## src/rtl/core/hmp_fifo.sv

```systemverilog
module hmp_fifo #(
    parameter int WIDTH = 8,
    parameter int DEPTH = 4
) (
    input  logic             clk,
    input  logic             rst_n,
    input  logic             wr_en,
    input  logic [WIDTH-1:0] wr_data,
    output logic             full,
    input  logic             rd_en,
    output logic [WIDTH-1:0] rd_data,
    output logic             empty
);
    localparam int PW = (DEPTH > 1) ? $clog2(DEPTH) : 1;
    localparam int CW = $clog2(DEPTH + 1);

    logic [WIDTH-1:0] slot_reg [0:DEPTH-1];
    logic [PW-1:0]    wr_ptr_reg, wr_ptr_next, rd_ptr_reg, rd_ptr_next;
    logic [CW-1:0]    count_reg, count_next;
    logic             do_wr, do_rd;

    assign full    = (count_reg == CW'(DEPTH));
    assign empty   = (count_reg == '0);
    assign do_wr   = wr_en && !full;
    assign do_rd   = rd_en && !empty;
    assign rd_data = slot_reg[rd_ptr_reg];

    always_comb
    begin
        wr_ptr_next = wr_ptr_reg;
        rd_ptr_next = rd_ptr_reg;
        count_next  = count_reg;
        if (do_wr)
        begin
            wr_ptr_next = (wr_ptr_reg == PW'(DEPTH - 1)) ? '0 : wr_ptr_reg + 1'b1;
        end
        if (do_rd)
        begin
            rd_ptr_next = (rd_ptr_reg == PW'(DEPTH - 1)) ? '0 : rd_ptr_reg + 1'b1;
        end
        if (do_wr && !do_rd)
        begin
            count_next = count_reg + 1'b1;
        end
        else if (do_rd && !do_wr)
        begin
            count_next = count_reg - 1'b1;
        end
    end

    always_ff @(posedge clk or negedge rst_n)
    begin
        if (!rst_n)
        begin
            wr_ptr_reg <= '0;
            rd_ptr_reg <= '0;
            count_reg  <= '0;
        end
        else
        begin
            wr_ptr_reg <= wr_ptr_next;
            rd_ptr_reg <= rd_ptr_next;
            count_reg  <= count_next;
        end
    end

    always_ff @(posedge clk)
    begin
        if (do_wr)
        begin
            slot_reg[wr_ptr_reg] <= wr_data;
        end
    end

`ifndef SYNTHESIS
    assert property (@(posedge clk) disable iff (!rst_n) wr_en |-> !full)
        else $error("write into full queue");
    assert property (@(posedge clk) disable iff (!rst_n)
        (do_rd && !do_wr) |=> (count_reg == $past(count_reg) - 1'b1))
        else $error("queue count lost a read");
    assert property (@(posedge clk) disable iff (!rst_n)
        (do_wr && !do_rd) |=> (count_reg == $past(count_reg) + 1'b1))
        else $error("queue count lost a write");
`endif
endmodule

```

## config.mk

```make
export PLATFORM = sky130hd
export DESIGN_NAME = hmp_fifo
export DESIGN_NICKNAME = d
export VERILOG_FILES = /design/src/rtl/core/hmp_fifo.sv
export SDC_FILE = /design/constraint.sdc
export NUM_CORES = 1
export LEC_CHECK = 0
export BUFFER_PORTS_ARGS = -buffer_cell sky130_fd_sc_hd__buf_2
export CAP_MARGIN = 20
export CORE_MARGIN = 2
export CORE_UTILIZATION = 50
export CTS_CLUSTER_DIAMETER = 100
export DETAILED_ROUTE_END_ITERATION = 8
export PLACE_DENSITY = 0.74
export SKIP_LAST_GASP = 1
export SLEW_MARGIN = 20
export SYNTH_ARGS = -nofsm -noshare
export SYNTH_HDL_FRONTEND = slang
export SYNTH_SLANG_ARGS = --single-unit
```

## constraint.sdc

```tcl
create_clock -name clk -period 2.28 [get_ports clk]
set_clock_uncertainty 0.2 [all_clocks]
set_input_delay 0.114 -clock clk [delete_from_list [all_inputs] [get_ports clk]]
set_output_delay 0.114 -clock clk [all_outputs]
set_load 0.01 [all_outputs]
```

Yosys cells after proc, flatten, opt, wreduce, memory -nomap -nowiden
Memories as Yosys holds them, arrays and structs flattened.
Index checks and enable logic that the tools add are counted.
Widths: inputs -> output; s select.

cells by class
  $add $sub $neg = 4
  equal/unequal tests = 3
  mux-type cells = 6
  reduce and logical (&&, ||, !) cells = 10

operator list
  cell                 count
  $mux 3               2
  $add 2x1->2 const B  2
  $eq 2x2->1 const B   2
  $logic_and 1x1->1    4
  $logic_not 1->1      4
  $mux 2               2
  $add 3x1->3 const B  1
  $eq 3x3->1 const B   1
  $logic_not 3->1      1
  $sub 3x1->3 const B  1
  $mux 1               2
  $reduce_bool 2->1    1

storage, ports and cells
  register bits after elaboration = 7
  memory bits (writable) = 32
  bits of input ports = 12
  memories = 1

memory list
  name      depth  bits a word  read ports  clocked after memory_dff  wr ports  RTL line  source
  slot_reg  4      8            1           0                         1         17        logic [WIDTH-1:0] slot_reg [0:DEPTH-1];

Depth between registers and ports, before layout
  depth after elaboration = 7
  mapped depth = 9
  mapped depth without buffers = 8

Least setup slack after synthesis
Ideal clock, no wire load.

  path type = register to register
  start = register count_reg[0]
  end = register count_reg[2]
  setup time = 79 ps
  arrival = 1984 ps
  required time = 2001 ps
  slack = 16 ps
  stages on the path, launching flop included = 9
  buffers on the path = 0
  cell sequence = dfrtp_1 nor3_1 nand2b_4 ha_1 inv_1 fa_1 xor2_1 nor2_1 xor2_1

between the ends
  longest elaborated chain between the ends = 6
  elaborated cells on any way between the ends = 15
  those cells by class = 2 x add/sub; 1 x eq/ne; 2 x mux; 10 x reduce/logical

RTL lines
  what                                                RTL line  source
  start: declaration                                  19        logic [CW-1:0] count_reg, count_next;
  start signal: assignment                            63        count_reg <= count_next;
  $logic_not 3->1 (*)                                 23        assign empty = (count_reg == '0);
  net empty                                           12        output logic empty
  $logic_not 1->1 (*)                                 25        assign do_rd = rd_en && !empty;
  $logic_and 1x1->1 (*)                               25
  $logic_not 1->1                                     41        if (do_wr && !do_rd)
  $logic_and 1x1->1                                   41
  $mux 3 / $reduce_bool 2->1 (equally long branches)  -

Mark *: on every way through the listed nets, which the timed path passes. The rest lies on a longest branch. The select of a mux whose other input is x is not followed.
A chain may end at the register's enable or synchronous reset.

Worst setup path after layout
  start = register count_reg[0]
  end = register count_reg[2]

between the ends
  longest elaborated chain between the ends = 6
  elaborated cells on any way between the ends = 15
  those cells by class = 2 x add/sub; 1 x eq/ne; 2 x mux; 10 x reduce/logical

RTL lines
  what
  parallel branches: the longest is 6 deep, another holds $sub 3x1->3

Parallel ways; which one is timed is not known. The select of a mux whose other input is x is not followed.

==> run_summary.xml <==
<?xml version="1.0" encoding="UTF-8"?>
<metrics>
  <group name="setup_path">
    <metric name="timing.critical_path.from_type" unit="">register</metric>
    <metric name="worst_path_arrival_time" unit="ps">2210</metric>
    <metric name="path_class" unit="">register to register</metric>
    <metric name="timing.critical_path.to_type" unit="">register</metric>
    <metric name="critPathMaxFanout" unit="">4</metric>
    <metric name="worstPathRequired" unit="ps">2350</metric>
  </group>
  <group name="final_layout">
    <metric name="finish.net_count" unit="">137</metric>
    <metric name="drive_above_1_share" unit="%">44.5</metric>
    <metric name="largest_register_ff_count" unit="">32</metric>
    <metric name="area_delta_synth_final" unit="%">21.2</metric>
    <metric name="filler_cell_count" unit="">240</metric>
    <metric name="antenna_cells" unit="">0</metric>
  </group>
  <group name="timing">
    <metric name="worst_slack" unit="ps">141</metric>
    <metric name="worst_pin_slew" unit="ps">581</metric>
    <metric name="rsz0062_at_grt" unit="">no</metric>
    <metric name="fmax" unit="MHz">468</metric>
    <metric name="report.final.hold_viol_count" unit="">0</metric>
    <metric name="setup_viol_count_final" unit="">0</metric>
    <metric name="period_share" unit="%">93.8</metric>
    <metric name="worst_slew_margin_rel" unit="%">61.3</metric>
    <metric name="totalNegativeSetupSlack" unit="ps">0</metric>
    <metric name="timing.final.crit_period" unit="ps">2140</metric>
    <metric name="final-max-slew-violation-count" unit="">0</metric>
  </group>
  <group name="place">
    <metric name="buffer_ports.inserted" unit="">21</metric>
    <metric name="place_worst_setup_slack" unit="ps">50.7</metric>
    <metric name="gp_routability_congestion" unit="">0.683</metric>
    <metric name="dp_hpwl" unit="mm">1.60</metric>
  </group>
  <group name="detailed_routing">
    <metric name="antenna_left" unit="">0</metric>
    <metric name="top_layer" unit="">met4</metric>
    <metric name="viasPerCell" unit="">5.02</metric>
    <metric name="detailroute.wirelength.met3" unit="microns">85</metric>
    <metric name="detail_route.wirelength" unit="mm">2.53</metric>
    <metric name="drt_pre_antenna_iters" unit="">4</metric>
    <metric name="route.vias.total" unit="">818</metric>
    <metric name="dr_wl_met2" unit="mm">1.31</metric>
    <metric name="post-route-drc-count" unit="">0</metric>
    <metric name="dr.first_iter.drc_count" unit="">23</metric>
    <metric name="route.layer.met1.wl" unit="mm">1.08</metric>
    <metric name="detail_route.wl_per_cell" unit="microns">15.5</metric>
  </group>
  <group name="yosys">
    <metric name="synth.net_count" unit="">98</metric>
    <metric name="synth.area.mux_share" unit="%">15.1</metric>
    <metric name="avgSynthCellArea" unit="sq um">20.5</metric>
    <metric name="synthDistinctLibCells" unit="">19</metric>
    <metric name="adder_cell_area_share_of_the_yosys_netlist" unit="%">5.87</metric>
    <metric name="sequential_area_share_after_synthesis" unit="%">70.1</metric>
    <metric name="synth_area" unit="sq um">1620</metric>
    <metric name="synth_compound_gate_area_share" unit="%">0</metric>
    <metric name="dominant_combinational_cell_family_by_area_after_synthesis" unit="">multiplexers</metric>
    <metric name="syn-instance-count" unit="">79</metric>
    <metric name="xor_xnor_share_of_the_synthesized_area" unit="%">1.62</metric>
    <metric name="ys_seq_elements" unit="">39</metric>
    <metric name="synthSimpleGateAreaFrac" unit="%">5.41</metric>
    <metric name="synth.yosys.warnings" unit="">0</metric>
  </group>
  <group name="power_and_ir_drop">
    <metric name="p_leak" unit="nW">0.746</metric>
    <metric name="sw_frac_of_total" unit="%">31.9</metric>
    <metric name="pwr_density_cell" unit="nW/um^2">1150</metric>
    <metric name="switchingPower" unit="mW">0.723</metric>
    <metric name="p_comb_share" unit="%">35.1</metric>
    <metric name="p_int" unit="mW">1.54</metric>
    <metric name="p_seq_share" unit="%">50.8</metric>
    <metric name="max-vdd-ir-drop" unit="uV">558</metric>
    <metric name="totalPowerFinal" unit="mW">2.26</metric>
    <metric name="power.share.clock" unit="%">14.1</metric>
  </group>
  <group name="floorplanning">
    <metric name="die_area" unit="sq um">3710</metric>
    <metric name="core_area" unit="sq um">3080</metric>
    <metric name="fp.dieW" unit="microns">60.9</metric>
    <metric name="pin_count" unit="">22</metric>
    <metric name="num_rows" unit="">20</metric>
    <metric name="die-height" unit="microns">60.9</metric>
    <metric name="floorplan.initialDensity" unit="%">52.6</metric>
  </group>
  <group name="grt">
    <metric name="antenna_violations_before_repair" unit="">0</metric>
    <metric name="grt_pass1_vias" unit="">870</metric>
    <metric name="groute.usage.overall" unit="%">16.2</metric>
    <metric name="grt_start_max_net_pins" unit="">12</metric>
    <metric name="global_route_wire_length_before_repair" unit="mm">3.95</metric>
    <metric name="grt_overflow" unit="">0</metric>
  </group>
  <group name="cts">
    <metric name="clockBufferDepth" unit="">2</metric>
    <metric name="clk-insertion-delay-late" unit="ps">340</metric>
    <metric name="worst_setup_hold_path_clk_slew" unit="ps">110</metric>
    <metric name="clock_sinks" unit="">39</metric>
    <metric name="root_buffer" unit="">clkbuf_4</metric>
    <metric name="tritoncts_clock_tree" unit="">done</metric>
    <metric name="cts_inserted_buffers" unit="">5</metric>
    <metric name="h-tree-depth" unit="">2</metric>
  </group>
  <group name="run">
    <metric name="max_cap_viols" unit="">0</metric>
  </group>
  <group name="hold_path">
    <metric name="holdCritPathClass" unit="">primary input to register</metric>
  </group>
  <group name="run_status">
    <metric name="run_status" unit="">completed</metric>
  </group>
</metrics>
critical path: stages (launching register included):
cell	delay, ps
dfrtp_2	480
nor3_4	200
nand2b_4	160
ha_2	190
inv_1	50
fa_1	370
xor2_1	150
nor2_1	110
xor2_1	160
cell usage after synthesis, drive strengths merged:
master	n	area share [%]
edfxtp	32	59
mux4	8	11
dfrtp	7	11
ha	6	4.6
mux2	5	3.9
and2	4	1.9
buf	3	1.2
inv	3	0.69
nor2	3	0.69
xor2	2	1.1
fa	1	1.2
nand2b	1	0.85
nor2b	1	0.54
nor3	1	0.31
nor3b	1	1.2
xnor2	1	0.54
path summary, 6_finish.rpt:
path | from | end | slack [ps] | cells after the start
setup reg to reg | count_reg[0]$_DFFE_PN0P_ | count_reg[2]$_DFFE_PN0P_ | 140 | 8
hold reg to reg | count_reg[2]$_DFFE_PN0P_ | count_reg[2]$_DFFE_PN0P_ | 370 | 1
min in group asynchronous | rst_n | count_reg[2]$_DFFE_PN0P_ | 510 | 3
setup / recovery | count_reg[0]$_DFFE_PN0P_ | count_reg[2]$_DFFE_PN0P_ | 140 | 8
max in group asynchronous | rst_n | count_reg[0]$_DFFE_PN0P_ | 1100 | 3
hold / removal | wr_en | wr_ptr_reg[0]$_DFFE_PN0P_ | 100 | 4
power groups by stage:
stage	sequential [mW]	clock [mW]	combinational [mW]
final	1.15	0.319	0.794
after detailed placement	1.15	0	0.744
after floorplan	1.05	0	0.616
after global placement	1.15	0	0.718
after global routing	1.19	0.352	0.875
after CTS	1.14	0.330	0.765
layout make-up:
cell class | count | area [sq um] | area share [%]
clock buffer | 6 | 41.3 | 2.10
clock inverter | 2 | 7.51 | 0.382
inverter | 3 | 11.3 | 0.574
multi-input combinational | 34 | 472 | 24.0
sequential | 39 | 1140 | 58.0
tap | 44 | 55.1 | 2.80
timing repair buffer | 35 | 238 | 12.1
timing repair:
action	in CTS	in global routing
endpoints found under the setup margin	1	2
setup buffers	0	3
resized for setup	1	5
endpoints found under the hold margin	41	0
hold buffers	11	0
pin swaps	0	1
through the flow:
step           hold slack, ps  instance area [sq um]  utilization [%]  std cells
5_1_grt                   106                   1960             63.8        163
4_1_cts                  18.5                   1920             62.5        160
3_5_place_dp             -234                   1760             57.2        141
6_report                 97.9                   1960             63.8        163
3_3_place_gp             -243                   1760             57.2        141
2_1_floorplan            -382                   1620                -         79
layer usage:
layer / up-vias / track usage (%)
met4: 0 / 9.32
met3: 5 / 4.48
met1: 417 / 20.3
met5: - / 0
li1: 380 / -
met2: 16 / 25.3
logic make-up (layout without fill, tap and decap cells):
group	after synthesis	in the layout
flip-flops	39	39
multiplexers	13	13
AND/OR/NAND/NOR	11	11
adder cells (fa/ha/maj)	7	7
buffers and inverters	6	46
XOR/XNOR	3	3
cells in the final DEF, fill, tap and decap left out:
master and n:
clkinv_1 2, dfrtp_2 2, fa_1 1, nor3_4 1, nand2b_4 1, xor2_1 2, nor2b_4 1, mux2_2 3
nor2_1 3, inv_1 3, mux2_4 2, edfxtp_1 32, buf_2 21, xnor2_1 1, buf_4 3, dfrtp_1 5
clkbuf_1 1, ha_2 1, mux4_2 8, dlygate4sd3_1 11, and2_2 4, nor3b_4 1, ha_1 5, clkbuf_4 5
No activity file was read; power rests on OpenSTA's default activity.
